<file path="src/rtl/rmc_pkg.sv">
// Shared constants, control word types and the microcode ROM of the RSA byte cipher.
package rmc_pkg;

  // Arithmetic widths.
  localparam int MOD_BITS      = 32;
  localparam int EXP_BITS      = 31;
  localparam int VALUE_BITS    = 32;
  localparam int RESULT_BITS   = 32;
  localparam int STATUS_BITS   = 2;
  localparam int CNT_BITS      = $clog2(MOD_BITS);
  localparam int CFG_IDX_BITS  = 2;
  localparam int CFG_DATA_BITS = (MOD_BITS > EXP_BITS) ? MOD_BITS : EXP_BITS;
  localparam int STEP_BITS     = 4;
  localparam int BYTE_BITS     = 8;
  localparam int BYTE_MAX      = 255;

  // Configuration register indexes.
  localparam logic [CFG_IDX_BITS-1:0] CFG_ENC_EXP = 2'd0;
  localparam logic [CFG_IDX_BITS-1:0] CFG_DEC_EXP = 2'd1;
  localparam logic [CFG_IDX_BITS-1:0] CFG_MODULUS = 2'd2;

  // Reset values of the configuration registers.
  localparam logic [EXP_BITS-1:0] ENC_EXP_RST = EXP_BITS'(65537);
  localparam logic [EXP_BITS-1:0] DEC_EXP_RST = EXP_BITS'(1);
  localparam logic [MOD_BITS-1:0] MODULUS_RST = MOD_BITS'(1);

  // Action codes.
  localparam logic ACT_ENCRYPT = 1'b0;
  localparam logic ACT_DECRYPT = 1'b1;

  // Status codes.
  localparam logic [STATUS_BITS-1:0] ST_OK    = 2'd0;
  localparam logic [STATUS_BITS-1:0] ST_RANGE = 2'd1;
  localparam logic [STATUS_BITS-1:0] ST_BIG   = 2'd2;

  // Datapath operation of one microcode step.
  typedef enum logic [2:0] {
    OP_NOP,
    OP_TAKE,
    OP_CHECK,
    OP_MUL,
    OP_WAIT,
    OP_SHIFT,
    OP_FIN,
    OP_PUT
  } op_e;

  // Operand selection of the modular multiplier.
  typedef enum logic [1:0] {
    MS_RED,
    MS_MUL,
    MS_SQR
  } msel_e;

  // Jump condition of one microcode step.
  typedef enum logic [2:0] {
    C_NEVER,
    C_ALWAYS,
    C_NO_BEAT,
    C_SHORT,
    C_BIT_CLEAR,
    C_MUL_BUSY,
    C_EXP_MORE,
    C_OUT_BLOCKED
  } cond_e;

  typedef struct packed {
    op_e                  op;
    msel_e                msel;
    cond_e                cond;
    logic [STEP_BITS-1:0] target;
  } ctrl_t;

  // Status flags from the datapath to the sequencer.
  typedef struct packed {
    logic short_path;
    logic exp_bit;
    logic exp_more;
    logic mul_busy;
  } dp_flags_t;

  // Step addresses of the program.
  localparam logic [STEP_BITS-1:0] PC_TAKE    = 4'd0;
  localparam logic [STEP_BITS-1:0] PC_CHECK   = 4'd1;
  localparam logic [STEP_BITS-1:0] PC_RED     = 4'd2;
  localparam logic [STEP_BITS-1:0] PC_RED_W   = 4'd3;
  localparam logic [STEP_BITS-1:0] PC_LOOP    = 4'd4;
  localparam logic [STEP_BITS-1:0] PC_MUL     = 4'd5;
  localparam logic [STEP_BITS-1:0] PC_MUL_W   = 4'd6;
  localparam logic [STEP_BITS-1:0] PC_SQR     = 4'd7;
  localparam logic [STEP_BITS-1:0] PC_SQR_W   = 4'd8;
  localparam logic [STEP_BITS-1:0] PC_SHIFT   = 4'd9;
  localparam logic [STEP_BITS-1:0] PC_FIN     = 4'd10;
  localparam logic [STEP_BITS-1:0] PC_PUT     = 4'd11;
  localparam logic [STEP_BITS-1:0] PC_RESTART = 4'd12;

  // Microcode ROM: a taken condition jumps to target, otherwise the step advances.
  function automatic ctrl_t ucode(logic [STEP_BITS-1:0] step);
    ctrl_t c;
    c = '{op: OP_NOP, msel: MS_RED, cond: C_ALWAYS, target: PC_TAKE};
    unique case (step)
      PC_TAKE:    c = '{op: OP_TAKE,  msel: MS_RED, cond: C_NO_BEAT,     target: PC_TAKE};
      PC_CHECK:   c = '{op: OP_CHECK, msel: MS_RED, cond: C_SHORT,       target: PC_FIN};
      PC_RED:     c = '{op: OP_MUL,   msel: MS_RED, cond: C_NEVER,       target: PC_TAKE};
      PC_RED_W:   c = '{op: OP_WAIT,  msel: MS_RED, cond: C_MUL_BUSY,    target: PC_RED_W};
      PC_LOOP:    c = '{op: OP_NOP,   msel: MS_RED, cond: C_BIT_CLEAR,   target: PC_SQR};
      PC_MUL:     c = '{op: OP_MUL,   msel: MS_MUL, cond: C_NEVER,       target: PC_TAKE};
      PC_MUL_W:   c = '{op: OP_WAIT,  msel: MS_MUL, cond: C_MUL_BUSY,    target: PC_MUL_W};
      PC_SQR:     c = '{op: OP_MUL,   msel: MS_SQR, cond: C_NEVER,       target: PC_TAKE};
      PC_SQR_W:   c = '{op: OP_WAIT,  msel: MS_SQR, cond: C_MUL_BUSY,    target: PC_SQR_W};
      PC_SHIFT:   c = '{op: OP_SHIFT, msel: MS_RED, cond: C_EXP_MORE,    target: PC_LOOP};
      PC_FIN:     c = '{op: OP_FIN,   msel: MS_RED, cond: C_NEVER,       target: PC_TAKE};
      PC_PUT:     c = '{op: OP_PUT,   msel: MS_RED, cond: C_OUT_BLOCKED, target: PC_PUT};
      PC_RESTART: c = '{op: OP_NOP,   msel: MS_RED, cond: C_ALWAYS,      target: PC_TAKE};
      default:    c = '{op: OP_NOP,   msel: MS_RED, cond: C_ALWAYS,      target: PC_TAKE};
    endcase
    return c;
  endfunction

endpackage

</file>
<file path="src/rtl/rmc_if.sv">
// Valid/ready channel interfaces for input and result beats.
interface rmc_in_if;
  logic                              valid;
  logic                              ready;
  logic                              action;
  logic [rmc_pkg::VALUE_BITS-1:0]    value;

  modport source (output valid, output action, output value, input ready);
  modport sink   (input valid, input action, input value, output ready);
endinterface

interface rmc_out_if;
  logic                              valid;
  logic                              ready;
  logic [rmc_pkg::RESULT_BITS-1:0]   result;
  logic [rmc_pkg::STATUS_BITS-1:0]   status;

  modport source (output valid, output result, output status, input ready);
  modport sink   (input valid, input result, input status, output ready);
endinterface

</file>
<file path="src/rtl/rmc_mulmod.sv">
// Bit-serial modular multiplier: double-and-add from the top bit, one add-mod per cycle.
module rmc_mulmod (
  input  logic                         clk_i,
  input  logic                         rst_ni,
  input  logic                         start_i,
  input  logic [rmc_pkg::MOD_BITS-1:0] a_i,
  input  logic [rmc_pkg::MOD_BITS-1:0] b_i,
  input  logic [rmc_pkg::MOD_BITS-1:0] n_i,
  output logic                         busy_o,
  output logic [rmc_pkg::MOD_BITS-1:0] r_o
);

  logic                         busy_q;
  logic                         dbl_q;
  logic [rmc_pkg::CNT_BITS-1:0] cnt_q;
  logic [rmc_pkg::MOD_BITS-1:0] r_q;
  logic [rmc_pkg::MOD_BITS-1:0] a_q;
  logic [rmc_pkg::MOD_BITS-1:0] b_q;

  logic [rmc_pkg::MOD_BITS-1:0] addend;
  logic [rmc_pkg::MOD_BITS:0]   sum;
  logic [rmc_pkg::MOD_BITS:0]   n_ext;
  logic [rmc_pkg::MOD_BITS:0]   reduced;
  logic [rmc_pkg::MOD_BITS-1:0] r_next;

  // One shared add-mod: doubling phase adds r to itself, add phase adds a.
  always_comb begin
    addend  = dbl_q ? r_q : a_q;
    sum     = {1'b0, r_q} + {1'b0, addend};
    n_ext   = {1'b0, n_i};
    reduced = (sum >= n_ext) ? (sum - n_ext) : sum;
    r_next  = reduced[rmc_pkg::MOD_BITS-1:0];
  end

  // Phase and bit counter.
  always_ff @(posedge clk_i or negedge rst_ni) begin
    if (!rst_ni) begin
      busy_q <= 1'b0;
      dbl_q  <= 1'b0;
      cnt_q  <= '0;
    end else if (start_i) begin
      busy_q <= 1'b1;
      dbl_q  <= 1'b1;
      cnt_q  <= rmc_pkg::CNT_BITS'(rmc_pkg::MOD_BITS - 1);
    end else if (busy_q) begin
      dbl_q <= !dbl_q;
      if (!dbl_q) begin
        if (cnt_q == '0) begin
          busy_q <= 1'b0;
        end else begin
          cnt_q <= cnt_q - 1'b1;
        end
      end
    end
  end

  // Partial result and operands.
  always_ff @(posedge clk_i) begin
    if (start_i) begin
      r_q <= '0;
      a_q <= a_i;
      b_q <= b_i;
    end else if (busy_q) begin
      if (dbl_q) begin
        r_q <= r_next;
      end else begin
        if (b_q[rmc_pkg::MOD_BITS-1]) begin
          r_q <= r_next;
        end
        b_q <= {b_q[rmc_pkg::MOD_BITS-2:0], 1'b0};
      end
    end
  end

  assign busy_o = busy_q;
  assign r_o    = r_q;

endmodule

</file>
<file path="src/rtl/rmc_datapath.sv">
// Datapath of the cipher: item registers, exponent shifter, accumulator and multiplier.
module rmc_datapath (
  input  logic                             clk_i,
  input  logic                             rst_ni,
  input  rmc_pkg::ctrl_t                   ctrl_i,
  input  logic                             beat_i,
  input  logic                             action_i,
  input  logic [rmc_pkg::VALUE_BITS-1:0]   value_i,
  input  logic [rmc_pkg::EXP_BITS-1:0]     enc_exp_i,
  input  logic [rmc_pkg::EXP_BITS-1:0]     dec_exp_i,
  input  logic [rmc_pkg::MOD_BITS-1:0]     modulus_i,
  output rmc_pkg::dp_flags_t               flags_o,
  output logic [rmc_pkg::RESULT_BITS-1:0]  result_o,
  output logic [rmc_pkg::STATUS_BITS-1:0]  status_o
);

  logic                            action_q;
  logic [rmc_pkg::MOD_BITS-1:0]    value_q;
  logic [rmc_pkg::EXP_BITS-1:0]    exp_q;
  logic [rmc_pkg::MOD_BITS-1:0]    base_q;
  logic [rmc_pkg::MOD_BITS-1:0]    acc_q;
  logic [rmc_pkg::STATUS_BITS-1:0] status_q;

  logic                            small_n;
  logic                            bad_value;
  logic                            acc_big;
  logic                            mul_start;
  logic                            mul_busy;
  logic                            mul_done;
  logic [rmc_pkg::MOD_BITS-1:0]    mul_a;
  logic [rmc_pkg::MOD_BITS-1:0]    mul_b;
  logic [rmc_pkg::MOD_BITS-1:0]    mul_r;

  // Item checks: a modulus of zero or one gives zero; decrypt input must be below n.
  always_comb begin
    small_n   = (modulus_i[rmc_pkg::MOD_BITS-1:1] == '0);
    bad_value = (action_q == rmc_pkg::ACT_DECRYPT) && (value_q >= modulus_i);
    acc_big   = (acc_q > rmc_pkg::MOD_BITS'(rmc_pkg::BYTE_MAX));
  end

  // Multiplier operands: reduction is 1 times the value, then acc*base and base*base.
  always_comb begin
    unique case (ctrl_i.msel)
      rmc_pkg::MS_RED: begin
        mul_a = rmc_pkg::MOD_BITS'(1);
        mul_b = value_q;
      end
      rmc_pkg::MS_MUL: begin
        mul_a = acc_q;
        mul_b = base_q;
      end
      rmc_pkg::MS_SQR: begin
        mul_a = base_q;
        mul_b = base_q;
      end
      default: begin
        mul_a = base_q;
        mul_b = base_q;
      end
    endcase
    mul_start = (ctrl_i.op == rmc_pkg::OP_MUL);
    mul_done  = (ctrl_i.op == rmc_pkg::OP_WAIT) && !mul_busy;
  end

  rmc_mulmod u_mulmod (
    .clk_i   (clk_i),
    .rst_ni  (rst_ni),
    .start_i (mul_start),
    .a_i     (mul_a),
    .b_i     (mul_b),
    .n_i     (modulus_i),
    .busy_o  (mul_busy),
    .r_o     (mul_r)
  );

  // Item, exponent and result registers, updated by the current step's operation.
  always_ff @(posedge clk_i) begin
    unique case (ctrl_i.op)
      rmc_pkg::OP_TAKE: begin
        if (beat_i) begin
          action_q <= action_i;
          if (action_i == rmc_pkg::ACT_DECRYPT) begin
            value_q <= rmc_pkg::MOD_BITS'(value_i);
            exp_q   <= dec_exp_i;
          end else begin
            value_q <= rmc_pkg::MOD_BITS'(value_i[rmc_pkg::BYTE_BITS-1:0]);
            exp_q   <= enc_exp_i;
          end
        end
      end
      rmc_pkg::OP_CHECK: begin
        acc_q    <= small_n ? '0 : rmc_pkg::MOD_BITS'(1);
        status_q <= bad_value ? rmc_pkg::ST_RANGE : rmc_pkg::ST_OK;
      end
      rmc_pkg::OP_WAIT: begin
        if (mul_done) begin
          if (ctrl_i.msel == rmc_pkg::MS_MUL) begin
            acc_q <= mul_r;
          end else begin
            base_q <= mul_r;
          end
        end
      end
      rmc_pkg::OP_SHIFT: begin
        exp_q <= exp_q >> 1;
      end
      rmc_pkg::OP_FIN: begin
        // A flagged item reports zero; decrypted values above a byte are flagged.
        if (status_q != rmc_pkg::ST_OK) begin
          acc_q <= '0;
        end else if ((action_q == rmc_pkg::ACT_DECRYPT) && acc_big) begin
          acc_q    <= '0;
          status_q <= rmc_pkg::ST_BIG;
        end
      end
      rmc_pkg::OP_NOP, rmc_pkg::OP_MUL, rmc_pkg::OP_PUT: begin
      end
      default: begin
      end
    endcase
  end

  always_comb begin
    flags_o.short_path = small_n || bad_value;
    flags_o.exp_bit    = exp_q[0];
    flags_o.exp_more   = (exp_q[rmc_pkg::EXP_BITS-1:1] != '0);
    flags_o.mul_busy   = mul_busy;
  end

  assign result_o = rmc_pkg::RESULT_BITS'(acc_q);
  assign status_o = status_q;

endmodule

</file>
<file path="src/rtl/rmc_sequencer.sv">
// Microcode sequencer: step counter, control ROM and conditional jumps.
module rmc_sequencer (
  input  logic               clk_i,
  input  logic               rst_ni,
  input  rmc_pkg::dp_flags_t flags_i,
  input  logic               beat_i,
  input  logic               out_blocked_i,
  output rmc_pkg::ctrl_t     ctrl_o
);

  logic [rmc_pkg::STEP_BITS-1:0] step_q;
  logic [rmc_pkg::STEP_BITS-1:0] step_d;
  rmc_pkg::ctrl_t                ctrl;
  logic                          taken;

  assign ctrl = rmc_pkg::ucode(step_q);

  // Evaluate the jump condition of the current step.
  always_comb begin
    unique case (ctrl.cond)
      rmc_pkg::C_NEVER:       taken = 1'b0;
      rmc_pkg::C_ALWAYS:      taken = 1'b1;
      rmc_pkg::C_NO_BEAT:     taken = !beat_i;
      rmc_pkg::C_SHORT:       taken = flags_i.short_path;
      rmc_pkg::C_BIT_CLEAR:   taken = !flags_i.exp_bit;
      rmc_pkg::C_MUL_BUSY:    taken = flags_i.mul_busy;
      rmc_pkg::C_EXP_MORE:    taken = flags_i.exp_more;
      rmc_pkg::C_OUT_BLOCKED: taken = out_blocked_i;
      default:                taken = 1'b1;
    endcase
    step_d = taken ? ctrl.target : step_q + 1'b1;
  end

  always_ff @(posedge clk_i or negedge rst_ni) begin
    if (!rst_ni) begin
      step_q <= rmc_pkg::PC_TAKE;
    end else begin
      step_q <= step_d;
    end
  end

  assign ctrl_o = ctrl;

endmodule

</file>
<file path="src/rtl/rsa_modexp_byte_cipher.sv">
// Top level of the RSA byte cipher: configuration registers, handshakes and result register.
// Each input beat is encrypted (low byte raised to the public exponent mod n) or
// decrypted (value checked against n, raised to the private exponent, checked to fit a
// byte), and gives exactly one result beat. The block handles one item at a time under a
// microcoded sequencer; all arithmetic runs through one bit-serial modular multiplier
// that alternates doubling and adding over the bits of one operand, with a start step
// and a completion step around each product. An item is taken and checked, the base is
// reduced, then for every exponent bit up to the highest set one the bit is tested, the
// accumulator is multiplied by the base if the bit is set, the base is squared and the
// exponent shifted, and the result is finished. A decrypt input not below n or a modulus
// of zero or one goes straight to the finish. A finished result waits in an output
// register, so the next item is taken while it is not yet drained. Configuration writes
// are taken at any time but must only happen while the block is idle.
module rsa_modexp_byte_cipher (
  input  logic                               clk_i,
  input  logic                               rst_ni,
  input  logic                               cfg_we_i,
  input  logic [rmc_pkg::CFG_IDX_BITS-1:0]   cfg_idx_i,
  input  logic [rmc_pkg::CFG_DATA_BITS-1:0]  cfg_data_i,
  rmc_in_if.sink                             in_i,
  rmc_out_if.source                          out_o
);

  logic [rmc_pkg::EXP_BITS-1:0]    enc_exp_q;
  logic [rmc_pkg::EXP_BITS-1:0]    dec_exp_q;
  logic [rmc_pkg::MOD_BITS-1:0]    modulus_q;

  logic                            out_valid_q;
  logic                            out_valid_d;
  logic [rmc_pkg::RESULT_BITS-1:0] out_result_q;
  logic [rmc_pkg::STATUS_BITS-1:0] out_status_q;

  rmc_pkg::ctrl_t                  ctrl;
  rmc_pkg::dp_flags_t              flags;
  logic                            beat;
  logic                            out_blocked;
  logic                            put;
  logic [rmc_pkg::RESULT_BITS-1:0] dp_result;
  logic [rmc_pkg::STATUS_BITS-1:0] dp_status;

  // Configuration registers; writes beyond the list are ignored.
  always_ff @(posedge clk_i or negedge rst_ni) begin
    if (!rst_ni) begin
      enc_exp_q <= rmc_pkg::ENC_EXP_RST;
      dec_exp_q <= rmc_pkg::DEC_EXP_RST;
      modulus_q <= rmc_pkg::MODULUS_RST;
    end else if (cfg_we_i) begin
      unique case (cfg_idx_i)
        rmc_pkg::CFG_ENC_EXP: enc_exp_q <= cfg_data_i[rmc_pkg::EXP_BITS-1:0];
        rmc_pkg::CFG_DEC_EXP: dec_exp_q <= cfg_data_i[rmc_pkg::EXP_BITS-1:0];
        rmc_pkg::CFG_MODULUS: modulus_q <= cfg_data_i[rmc_pkg::MOD_BITS-1:0];
        default: begin
        end
      endcase
    end
  end

  // Handshake decode.
  always_comb begin
    in_i.ready  = (ctrl.op == rmc_pkg::OP_TAKE);
    beat        = in_i.valid && in_i.ready;
    out_blocked = out_valid_q && !out_o.ready;
    put         = (ctrl.op == rmc_pkg::OP_PUT) && !out_blocked;
    if (put) begin
      out_valid_d = 1'b1;
    end else if (out_o.ready) begin
      out_valid_d = 1'b0;
    end else begin
      out_valid_d = out_valid_q;
    end
  end

  rmc_sequencer u_sequencer (
    .clk_i         (clk_i),
    .rst_ni        (rst_ni),
    .flags_i       (flags),
    .beat_i        (beat),
    .out_blocked_i (out_blocked),
    .ctrl_o        (ctrl)
  );

  rmc_datapath u_datapath (
    .clk_i     (clk_i),
    .rst_ni    (rst_ni),
    .ctrl_i    (ctrl),
    .beat_i    (beat),
    .action_i  (in_i.action),
    .value_i   (in_i.value),
    .enc_exp_i (enc_exp_q),
    .dec_exp_i (dec_exp_q),
    .modulus_i (modulus_q),
    .flags_o   (flags),
    .result_o  (dp_result),
    .status_o  (dp_status)
  );

  // Result register.
  always_ff @(posedge clk_i or negedge rst_ni) begin
    if (!rst_ni) begin
      out_valid_q <= 1'b0;
    end else begin
      out_valid_q <= out_valid_d;
    end
  end

  always_ff @(posedge clk_i) begin
    if (put) begin
      out_result_q <= dp_result;
      out_status_q <= dp_status;
    end
  end

  assign out_o.valid  = out_valid_q;
  assign out_o.result = out_result_q;
  assign out_o.status = out_status_q;

endmodule
</file>
<file path="src/flat_wrapper.sv">
// flat-port wrapper written by rule: the top's interface ports become plain ports
module rsa_modexp_byte_cipher_flat 
  (clk_i, rst_ni, cfg_we_i, cfg_idx_i, cfg_data_i, in_i_valid, in_i_action, in_i_value, in_i_ready, out_o_valid, out_o_result, out_o_status, out_o_ready);
  rmc_in_if in_i_i ();
  rmc_out_if out_o_i ();
  input  logic clk_i;
  input  logic rst_ni;
  input  logic cfg_we_i;
  input  logic [rmc_pkg::CFG_IDX_BITS-1:0] cfg_idx_i;
  input  logic [rmc_pkg::CFG_DATA_BITS-1:0] cfg_data_i;
  input wire logic [$bits(in_i_i.valid)-1:0] in_i_valid;
  input wire logic [$bits(in_i_i.action)-1:0] in_i_action;
  input wire logic [$bits(in_i_i.value)-1:0] in_i_value;
  output wire logic [$bits(in_i_i.ready)-1:0] in_i_ready;
  output wire logic [$bits(out_o_i.valid)-1:0] out_o_valid;
  output wire logic [$bits(out_o_i.result)-1:0] out_o_result;
  output wire logic [$bits(out_o_i.status)-1:0] out_o_status;
  input wire logic [$bits(out_o_i.ready)-1:0] out_o_ready;
  assign in_i_i.valid = in_i_valid;
  assign in_i_i.action = in_i_action;
  assign in_i_i.value = in_i_value;
  assign in_i_ready = in_i_i.ready;
  assign out_o_valid = out_o_i.valid;
  assign out_o_result = out_o_i.result;
  assign out_o_status = out_o_i.status;
  assign out_o_i.ready = out_o_ready;
  rsa_modexp_byte_cipher u_core (.clk_i(clk_i), .rst_ni(rst_ni), .cfg_we_i(cfg_we_i), .cfg_idx_i(cfg_idx_i), .cfg_data_i(cfg_data_i), .in_i(in_i_i), .out_o(out_o_i));
endmodule
</file>
<file path="config.mk">
export PLATFORM = sky130hd
export DESIGN_NAME = rsa_modexp_byte_cipher_flat
export DESIGN_NICKNAME = d
export VERILOG_FILES = /design/src/rtl/rmc_pkg.sv /design/src/rtl/rmc_if.sv /design/src/rtl/rmc_mulmod.sv /design/src/rtl/rmc_datapath.sv /design/src/rtl/rmc_sequencer.sv /design/src/rtl/rsa_modexp_byte_cipher.sv /design/src/flat_wrapper.sv
export SDC_FILE = /design/constraint.sdc
export NUM_CORES = 1
export LEC_CHECK = 0
export ABC_CLOCK_PERIOD_IN_PS = 6400
export BUFFER_PORTS_ARGS = -buffer_cell sky130_fd_sc_hd__buf_2
export CORE_MARGIN = 5
export CORE_UTILIZATION = 40
export CTS_BUF_LIST = sky130_fd_sc_hd__clkbuf_4 sky130_fd_sc_hd__clkbuf_8 sky130_fd_sc_hd__clkbuf_16
export CTS_CLUSTER_DIAMETER = 50
export DETAILED_ROUTE_END_ITERATION = 10
export GPL_TIMING_DRIVEN = 0
export MAX_ROUTING_LAYER = met4
export PLACE_DENSITY = 0.62
export SLEW_MARGIN = 20
export SYNTH_ARGS = -nofsm -noshare
export SYNTH_HDL_FRONTEND = slang
export SYNTH_SLANG_ARGS = --single-unit
</file>
<file path="constraint.sdc">
create_clock -name clk_i -period 6.4 [get_ports clk_i]
set_input_delay 0.96 -clock clk_i [delete_from_list [all_inputs] [get_ports clk_i]]
set_output_delay 0.96 -clock clk_i [all_outputs]
set_load 0.005 [all_outputs]
</file>
### After elaboration in Yosys (flattened, before gate mapping)

Memories as Yosys holds them, arrays and structs flattened.
Index checks and enable logic that the tools add are counted.

* input port bits: 72
* register bits: 366
* bits in read-only memories: 192
* word-level logic and storage cells: 127
* memories: 1

* equality and inequality tests: 25
* add/sub/neg operators: 4
* mux-type cells: 36
* bitwise operators: 1
* reductions and logical operators: 37
* order comparisons: 3

Memory list
* (name not given): words 16, width 12, read ports 1, clocked after memory_dff 0, write ports 0, line rmc_pkg.sv:101 `unique case (step)`

Operator list (count)
* $mux W32: 12
* $pmux W32 S3: 1
* $pmux W32 S2: 1
* $mux W31: 2
* $pmux W31 S2: 1
* $add A32 B32 Y33: 1
* $ge A33 B32 Y1: 1
* $ge A32 B32 Y1: 1
* $gt A32 B8 Y1 const B: 1
* $sub A32 B32 Y32: 1
* $logic_not A31 Y1: 1
* $reduce_bool A30 Y1: 1
* $eq A3 B3 Y1 const B: 8
* $mux W5: 4
* $reduce_and A2 Y1: 7
* $eq A3 B2 Y1 const B: 4
* $reduce_bool A2 Y1: 6
* $mux W1: 10
* $ne A2 B2 Y1 const B: 5
* $reduce_and A3 Y1: 3
* $pmux W1 S8: 1
* $eq A3 B1 Y1 const B: 2
* $logic_and A1 B1 Y1: 6
* $logic_not A1 Y1: 6
* other kinds (16): 20

### Logic depth before layout (Yosys ltp)

Gate-level depths: netlist (run 1).

* depth after elaboration: 6
* gate-level depth with buffers: 25
* mapped depth without buffers: 21

### Modules after synthesis

Synthesis (run 1) repeated with hierarchy kept, for this count alone.

* cells, all modules: 1785
* area total of the unflattened synthesis: 20085.5 µm²

Modules (own cells, without submodules)
* rmc_mulmod: cells each 870, area each 7961.4 µm², times used 1
* rmc_datapath: cells each 599, area each 6885.4 µm², times used 1
* rsa_modexp_byte_cipher: cells each 241, area each 4599.4 µm², times used 1
* rmc_sequencer: cells each 75, area each 639.4 µm², times used 1

### Least setup slack after synthesis (run 1)

No wires, ideal clock.

* kind: register -> register
* start: register u_core.u_sequencer.step_q[0] in the netlist's numbering
* end: register u_core.u_datapath.base_q[0] in the netlist's numbering (enable)
* arrival time: 6.411 ns
* library setup time: 0.594 ns
* buffers on the path: 0
* setup slack: -0.606 ns
* stages on the path, launching flop included: 7
* required time: 5.806 ns
* path through: dfrtp_1 inv_1 ha_1 mux2i_1 nor2_1 a21o_1 a2111oi_0

* longest elaborated chain between the ends: 4
* elaborated cells between the ends (all ways): 6
* classes of those cells: 2 x eq/ne; 1 x bitwise; 2 x reduce/logical; 1 x memory

RTL lines
* from (decl): line rmc_sequencer.sv:11 `logic [rmc_pkg::STEP_BITS-1:0] step_q;`
* from (signal assigned): line rmc_sequencer.sv:36 `step_q <= rmc_pkg::PC_TAKE;`
* from (signal assigned): line rmc_sequencer.sv:38 `step_q <= step_d;`
* $mem_v2 Z16 W12 (*)
* $eq A3 B3 Y1 / $eq A2 B1 Y1 (equally long branches): line rmc_datapath.sv:62, rmc_datapath.sv:78, rmc_datapath.sv:97
* $logic_and A1 B1 Y1 / $not A1 Y1 (equally long branches)
* $reduce_and A3 Y1 (no source line) (*)
* to (signal assigned): line rmc_datapath.sv:100 `base_q <= mul_r;`
* to (decl): line rmc_datapath.sv:20 `logic [rmc_pkg::MOD_BITS-1:0] base_q;`

Every way passes the cells marked *; elsewhere a longest branch is shown, timed or not.
A chain may end at the register's enable or synchronous reset.

### Worst setup path in the final report (run 1)

* start: register u_core.u_datapath.u_mulmod.dbl_q
* end: register u_core.u_datapath.u_mulmod.r_q, in the netlist u_core.u_datapath.u_mulmod.r_o[20]

* longest elaborated chain between the ends: 6
* elaborated cells between the ends (all ways): 9
* classes of those cells: 2 x add/sub; 1 x order compare; 4 x mux; 2 x reduce/logical

RTL lines
* from (decl): line rmc_mulmod.sv:14 `logic dbl_q;`
* from (signal assigned): line rmc_mulmod.sv:46 `dbl_q <= !dbl_q;`
* $mux W32: line rmc_mulmod.sv:28 `addend = dbl_q ? r_q : a_q;`
* $add A32 B32 Y33: line rmc_mulmod.sv:29 `sum = {1'b0, r_q} + {1'b0, addend};`
* $sub A32 B32 Y32 / $ge A33 B32 Y1 (equally long branches): line rmc_mulmod.sv:31 `reduced = (sum >= n_ext) ? (sum - n_ext) : sum;`
* $mux W32: line rmc_mulmod.sv:31
* $mux W32: line rmc_mulmod.sv:67 `if (b_q[rmc_pkg::MOD_BITS-1]) begin`
* $mux W32: line rmc_mulmod.sv:64 `if (dbl_q) begin`
* to (signal assigned): line rmc_mulmod.sv:65 `r_q <= r_next;`
* to (signal assigned): line rmc_mulmod.sv:68 `r_q <= r_next;`
* to (decl): line rmc_mulmod.sv:16 `logic [rmc_pkg::MOD_BITS-1:0] r_q;`

Several ways; a longest one is shown, not always the timed one. The select of a mux whose other input is x is not followed.

==> summary.txt, run 1 <==
Timing
  – Peak Freq: 165 MHz
  – Worst Tran Pin Value: between 1 and 1.5 ns
  – Setup-failing EPs final: 0
  – RSZ-0062 raised after global routing: no
  – Period minus WS final: 6.06 ns
  – Setup Total Neg Slack: 0 ns
  – Rel. slew slack: between 30% and 40%
  – Hold Vio Cnt, Final: 0
  – Max Slew Vio Count: 0
  – Clk_skew: 0.0192 ns
  – Tcrit/Tclk final: 94.7%
  – PnR worst setup slack: 0.339 ns

Clocking
  – CTS tree: built
  – Post CTS Setup Buffer Count: 0
  – Clk slew on worst S/H paths: 0.06 ns
  – CTS Buf Count: 45
  – Post-cts resize count: 0
  – CTS sink count: ~370
  – Clock Tree Buf Depth: 3
  – # H-tree levels: 2
  – Cts-stage hold buffer count: 0
  – Clock root buffer: clkbuf_16
  – Clk Latency, worst-skew pair: 0.58 ns

Detailed routing
  – Pre-Repair DR Iteration Count: 5
  – Routed WL per cell: 21.0 microns
  – Total number of vias: around 14000
  – DRT iter0 DRCs: 1058
  – Via density: 5.50
  – Routed Antenna Nets: 0
  – Remaining DRCs: 0
  – Post-Route WL: 55200 microns

Place
  – Number of port buffers: 107
  – Post-DP HPWL: 43400 microns
  – Routability cong.: 0.963
  – Dpl cell area: 21400 sq um
  – DP Worst Slack: -0.190 ns

Outcome
  – Status: completed

Floorplan
  – Initial core utilization: 40.4%
  – Die ar.: about 54000 sq um
  – I/O pins: 108
  – Die height: about 230 microns
  – Cell Rows: 81
  – Core ar.: 48800 sq um
  – Die width: 232 microns

Setup path
  – CP startpoint kind: flop
  – Worst-path fanout max: 11
  – WP data arrival: 6.50 ns
  – Crit. End Element: flop
  – CP Data Required Time: around 7 ns
  – Crit path kind: reg2reg
  – CP peak stage delay: about 0.58 ns
  – CP max-delay cell: dfrtp_2
  – Worst-path cell chain: clkbuf_1 -> mux2_2 -> ha_1 -> a21oi_1 -> nor2_1 -> a211oi_1 -> o21ai_0 -> o211ai_2 -> a21boi_0 -> or3_1 -> and2_1 -> ha_1 -> and4_4 -> and2_4 -> o21a_1 -> o211a_1 -> a211oi_2 -> o21ai_2 -> or2_1 -> buf_6 -> buf_12 -> mux2i_1 -> a21oi_1

Logic synthesis
  – Syn_area_per_cell: 11.2 sq um
  – #FFs+latches synth: 366
  – Top_reg_cell synth: edfxtp_1
  – Synth unique cells: between 80 and 90
  – Post-synth EDFFs: 228
  – Asr flop ratio synth: 29.0%
  – Register area share after synthesis: 51.4%
  – Mapped cell area: 19800 sq um
  – Syn Inst Count: 1756
  – Yosys warnings: 0
  – Syn nets: 1936

GRT
  – Initial antenna violation count: 0
  – Vias in the first global route: 14487
  – Largest net degree at the start of global routing: 66
  – First-pass GRT wire length: 84900 microns
  – Total global routing overflow: 0
  – Total GRT Usage: 20.9%

Layout
  – Synth-to-layout area growth: 16.0%
  – Filler cells: 4588
  – Nets: 2103
  – Share of layout cells above drive strength 1: between 20 and 25%
  – Design area: roughly 23000 sq um
  – Antenna cells: 0

Run
  – Max Cap Viol: 0

Hold path
  – HP Class: in2async
[critical path: cells and delay by family, from the launching register on]
family,cells,cell delay [ns]
AOI/OAI and AO/OA,10,2.02
and+or+nand+nor,6,1.21
buffers and inverters,3,0.83
adders and majority gates,2,0.68
DFF,1,0.58
muxes,2,0.57
[registers in the layout, summed over array words and instances, names as in the netlist, 31 cells and up]
signal	count
u_core.u_datapath.value_q	32
u_core.enc_exp_q	31
u_core.out_o.result	32
u_core.u_datapath.result_o	32
u_core.u_datapath.u_mulmod.b_q	32
u_core.u_datapath.exp_q	31
u_core.u_datapath.u_mulmod.r_o	32
u_core.dec_exp_q	31
u_core.modulus_q	32
u_core.u_datapath.u_mulmod.a_q	32
u_core.u_datapath.base_q	32
[cells by family (layout without fill, tap and decap cells)]
logic type,after synthesis,after routing,share of synthesized area [%]
xor gates and xnor gates,53,53,2.35
muxes,214,214,11.7
buffers and inverters,133,337,2.78
AOI/OAI and AO/OA,395,395,12.6
and+or+nand+nor,487,487,12.3
DFF,366,366,51.4
adders and majority gates,108,108,6.92
[synthesized netlist by cell type, drive strengths merged, types with 4 or more instances]
cell type  count  area, sq um
edfxtp       228         6850
nand2        156          586
mux2         129         1450
o21ai        124          624
a21oi        122          626
ha           106         1330
dfrtp        102         2550
nor2          86          325
mux2i         85          851
clkbuf        60          225
inv           53          199
nand3         52          260
and3          40          250
a21o          35          263
and2          34          215
dfxtp         32          641
xnor2         28          245
xor2          25          219
nor4          23          144
a211oi        20          165
buf           20          125
nand4         20          131
nor3          18         95.1
nand2b        12         75.1
o21a          12         90.1
nor2b         11         76.3
o31ai         11         87.6
o21bai        10         75.1
and4           9         81.3
o211ai         9         77.6
a31oi          8         65.1
or2            8         50.1
a21boi         6         45.0
nand3b         5         37.5
a211o          4         35.0
dfstp          4          105
or3            4         25.0
[final timing paths]
path | from | to | slack, ns | cells after the start
min in group clk_i | u_core.u_datapath.result_o[2] | u_core.out_o.result[2] | 0.46 | 0
max in group asynchronous | rst_ni | u_core.modulus_q[0] | 5.37 | 2
max reg2reg | u_core.u_datapath.u_mulmod.dbl_q | u_core.u_datapath.u_mulmod.r_o[20] | 0.34 | 23
min | rst_ni | u_core.u_datapath.u_mulmod.cnt_q[3] | 0.29 | 1
min reg2reg | u_core.u_datapath.result_o[2] | u_core.out_o.result[2] | 0.46 | 0
max | u_core.u_datapath.u_mulmod.dbl_q | u_core.u_datapath.u_mulmod.r_o[20] | 0.34 | 23
[through the flow]
| step | utilization (%) | hold WS, ns | instances |
|---|---|---|---|
| 6_report | 46.9 | 0.290 | 2624 |
| 5_1_grt | 46.9 | 0.299 | 2624 |
| 4_1_cts | 46.9 | 0.275 | 2624 |
| 3_5_place_dp | 43.7 | 0.437 | 2541 |
| 3_3_place_gp | 43.2 | 0.437 | 2527 |
| 2_1_floorplan | - | 0.421 | 1756 |
[per-layer routing]
layer | GRT usage, % | vias to the layer above | routed length [microns]
met5 | - | - | 0
met4 | 4.84 | 0 | 1180
met3 | 3.23 | 78 | 3210
met2 | 33.3 | 446 | 25800
met1 | 28.4 | 7037 | 25000
li1 | - | 6868 | -
[final cells by class]
| type | instances | area [sq um] | area share, % |
|---|---|---|---|
| Sequential cell | 366 | 10100 | 44.3 |
| Multi-Input combinational cell | 1257 | 9110 | 39.8 |
| Clock buffer | 66 | 1390 | 6.07 |
| Tap cell | 664 | 831 | 3.63 |
| Timing Repair Buffer | 121 | 733 | 3.20 |
| Buffer | 79 | 348 | 1.52 |
| Inverter | 53 | 199 | 0.869 |
| Clock inverter | 18 | 151 | 0.661 |
[cell usage in the layout, fill, tap and decap left out, types with 6 or more instances in the layout]
| cell type | instances |
|---|---|
| a211oi_1 | 17 |
| a21boi_0 | 6 |
| a21o_1 | 35 |
| a21oi_1 | 117 |
| a31oi_1 | 6 |
| and2_1 | 32 |
| and3_1 | 39 |
| and4_1 | 8 |
| buf_1 | 7 |
| buf_2 | 121 |
| clkbuf_1 | 58 |
| clkbuf_16 | 49 |
| clkbuf_4 | 11 |
| clkbuf_8 | 6 |
| clkinv_2 | 7 |
| dfrtp_1 | 101 |
| dfxtp_1 | 32 |
| edfxtp_1 | 228 |
| ha_1 | 106 |
| inv_1 | 52 |
| mux2_2 | 129 |
| mux2i_1 | 85 |
| nand2_1 | 156 |
| nand2b_1 | 11 |
| nand3_1 | 52 |
| nand4_1 | 19 |
| nor2_1 | 85 |
| nor2b_1 | 10 |
| nor3_1 | 17 |
| nor4_1 | 23 |
| o211ai_1 | 7 |
| o21a_1 | 12 |
| o21ai_0 | 115 |
| o21ai_1 | 7 |
| o21bai_1 | 10 |
| o31ai_1 | 10 |
| or2_2 | 7 |
| xnor2_1 | 28 |
| xor2_1 | 25 |
Power of run 1 is left out: the tool's default activity adds up to more than one toggle a clock period on the data nets, which glitch-free logic cannot reach.
==> inputs of run 2 (changes only) <==
--- a/config.mk
+++ b/config.mk
@@ -7,6 +7,8 @@
 export LEC_CHECK = 0
 export ABC_CLOCK_PERIOD_IN_PS = 6400
 export BUFFER_PORTS_ARGS = -buffer_cell sky130_fd_sc_hd__buf_2
+export CELL_PAD_IN_SITES_DETAIL_PLACEMENT = 0
+export CELL_PAD_IN_SITES_GLOBAL_PLACEMENT = 1
 export CORE_MARGIN = 5
 export CORE_UTILIZATION = 40
 export CTS_BUF_LIST = sky130_fd_sc_hd__clkbuf_4 sky130_fd_sc_hd__clkbuf_8 sky130_fd_sc_hd__clkbuf_16
@@ -14,7 +16,7 @@
 export DETAILED_ROUTE_END_ITERATION = 10
 export GPL_TIMING_DRIVEN = 0
 export MAX_ROUTING_LAYER = met4
-export PLACE_DENSITY = 0.62
+export PLACE_DENSITY = 0.73
 export SLEW_MARGIN = 20
 export SYNTH_ARGS = -nofsm -noshare
 export SYNTH_HDL_FRONTEND = slang
==> run 2 against run 1 <==
Non-clock buffer count grew 3. Clock skew grew 0.0051 ns. Global-route usage grew 0.39 points. Final cell count shrank 0.27%. Utilization shrank 0.22 points. Via count shrank 2.0%. Setup slack gained 0.032 ns. Worst hold slack lost 0.035 ns. Count of clock-buffer cells in the layout shrank 13. Highest routed layer unchanged.
==> summary.txt, run 2 (synthesis results as in run 1) <==
Outcome
  – Status: completed

GRT
  – Total GRT Usage: between 20% and 30%
  – First-pass GRT wire length: around 86000 microns
  – Largest net degree at the start of global routing: ~80
  – Initial antenna violation count: 1
  – Vias in the first global route: 14569
  – Total global routing overflow: 0

Layout
  – Nets: 2102
  – Antenna cells: 0
  – Filler cells: 4621
  – Most frequent cells in the layout: 228 x edfxtp_1, 156 x nand2_1, 129 x mux2_2
  – Most common cell after layout, fill and taps aside: edfxtp_1
  – FF/Latch Area: 10100 sq um
  – Share of layout cells above drive strength 1: a little under 20%
  – Synth-to-layout area growth: 15.4%
  – Multi-input gate area: 9100 sq um

Run
  – Max Cap Viol: 0

Timing
  – Tcrit/Tclk final: 94.2%
  – Clk_skew: 0.0242 ns
  – Setup Total Neg Slack: 0 ns
  – Hold Vio Cnt, Final: 0
  – Max Slew Vio Count: 0
  – Hold_ws: 0.255 ns
  – Setup-failing EPs final: 0
  – Worst Tran Pin Value: about 0.97 ns
  – Rel. slew slack: 34.5%
  – RSZ-0062 raised after global routing: no
  – PnR worst setup slack: 0.371 ns
  – Period minus WS final: between 6 and 7 ns
  – Peak Freq: 166 MHz

Setup path
  – CP Data Required Time: 6.84 ns
  – RR Endpoint: u_core.u_datapath.u_mulmod.r_o[25]
  – CP startpoint kind: flop
  – Crit path kind: reg2reg
  – Crit. End Element: flop
  – FF-to-FF Start: u_core.u_datapath.u_mulmod.dbl_q
  – R2R depth: 22
  – R2R Setup Slk: 0.37 ns
  – WP data arrival: between 6 and 7 ns
  – Worst-path fanout max: 10

Detailed routing
  – Remaining DRCs: 0
  – Total number of vias: about 14000
  – Routed Antenna Nets: 0
  – Pre-Repair DR Iteration Count: 5
  – Routed WL per cell: around 21 microns
  – Via density: 5.40
  – DRT iter0 DRCs: 956
  – Post-Route WL: 55300 microns

Hold path
  – HP Class: in2async

Floorplan
  – I/O pins: roughly 110
  – Die height: 232 microns
  – Die ar.: 53900 sq um
  – Initial core utilization: 40.4%
  – Core ar.: 48800 sq um
  – Die width: 232 microns
  – Cell Rows: 81

Place
  – Routability cong.: 0.912
  – DP Worst Slack: -0.199 ns
  – Post-DP HPWL: roughly 44000 microns
  – Number of port buffers: approximately 110

Clocking
  – Cts-stage hold buffer count: 0
  – Clock Tree Buf Depth: 3
  – # H-tree levels: 2
  – Clock root buffer: clkbuf_16
  – CTS sink count: 366
  – CTS tree: built
  – CTS Buf Count: 41
  – Clk slew on worst S/H paths: 0.06 ns
  – Clk Latency, worst-skew pair: ~0.57 ns
## run 2: changes by cell type in the layout (fill, tap and decap cells not counted), sizes merged
cell,change
clkinv,+1
clkbuf,-14
buf,+4
bufinv,+2
## run 2: layout make-up
type | count | area share (%)
clock inverter | 21 | 0.955
buffer | 78 | 1.53
multi-input combinational | 1257 | 39.9
tap | 664 | 3.64
sequential | 366 | 44.5
timing repair buffer | 125 | 3.42
inverter | 53 | 0.873
clock buffer | 53 | 5.16
## run 2: critical path, stage by stage (launching register included)
cell      delay [ns]
dfrtp_2         0.54
clkbuf_2        0.35
mux2_2          0.37
ha_1            0.35
a21oi_1         0.23
nor2_1          0.07
a211oi_1        0.28
o21ai_0         0.26
nor2_1          0.31
o21ai_0         0.17
xnor2_1         0.47
ha_1            0.40
and4_4          0.22
and2_4          0.17
o21a_1          0.17
o211a_1         0.25
a211oi_2        0.22
o21ai_2         0.16
or2_1           0.25
buf_6           0.16
buf_6           0.15
mux2i_1         0.23
a21oi_1         0.10
## run 2: what timing repair did
action / 4_1_cts / 5_1_grt
setup buffers: 0 / 4
gates resized for setup: 2 / 4
cloned: 0 / 0
endpoints found under the setup margin: 30 / 31
pin swaps: 0 / 1
## run 2: worst max path at each step
stage / from / to / cells past startpoint
floorplan: u_core.u_sequencer.step_q[0] / u_core.u_datapath.base_q[0] / 6
global placement: u_core.u_sequencer.step_q[0] / u_core.u_datapath.base_q[2] / 6
detailed placement: u_core.u_datapath.u_mulmod.dbl_q / u_core.u_datapath.u_mulmod.r_o[25] / 24
CTS: u_core.u_datapath.u_mulmod.dbl_q / u_core.u_datapath.u_mulmod.r_o[25] / 23
global route: u_core.u_datapath.u_mulmod.dbl_q / u_core.u_datapath.u_mulmod.r_o[25] / 24
finish: u_core.u_datapath.u_mulmod.dbl_q / u_core.u_datapath.u_mulmod.r_o[25] / 22
## run 2: metal layers
layer / wire length, microns / GRT usage, % / up-vias
met3: 2680 / 3.22 / 86
met4: 1730 / 6.85 / 0
li1: - / - / 6874
met5: 0 / - / -
met1: 25700 / 29.0 / 6842
met2: 25200 / 32.8 / 332
## run 2: metrics by stage
step	cells	cell area, sq um	utilization, %
3_5_place_dp	2541	21400	43.8
2_1_floorplan	1756	19800	-
3_3_place_gp	2527	21100	43.2
4_1_cts	2614	22800	46.6
6_report	2617	22800	46.7
5_1_grt	2617	22800	46.7
Power of run 2 is left out for the same reason.
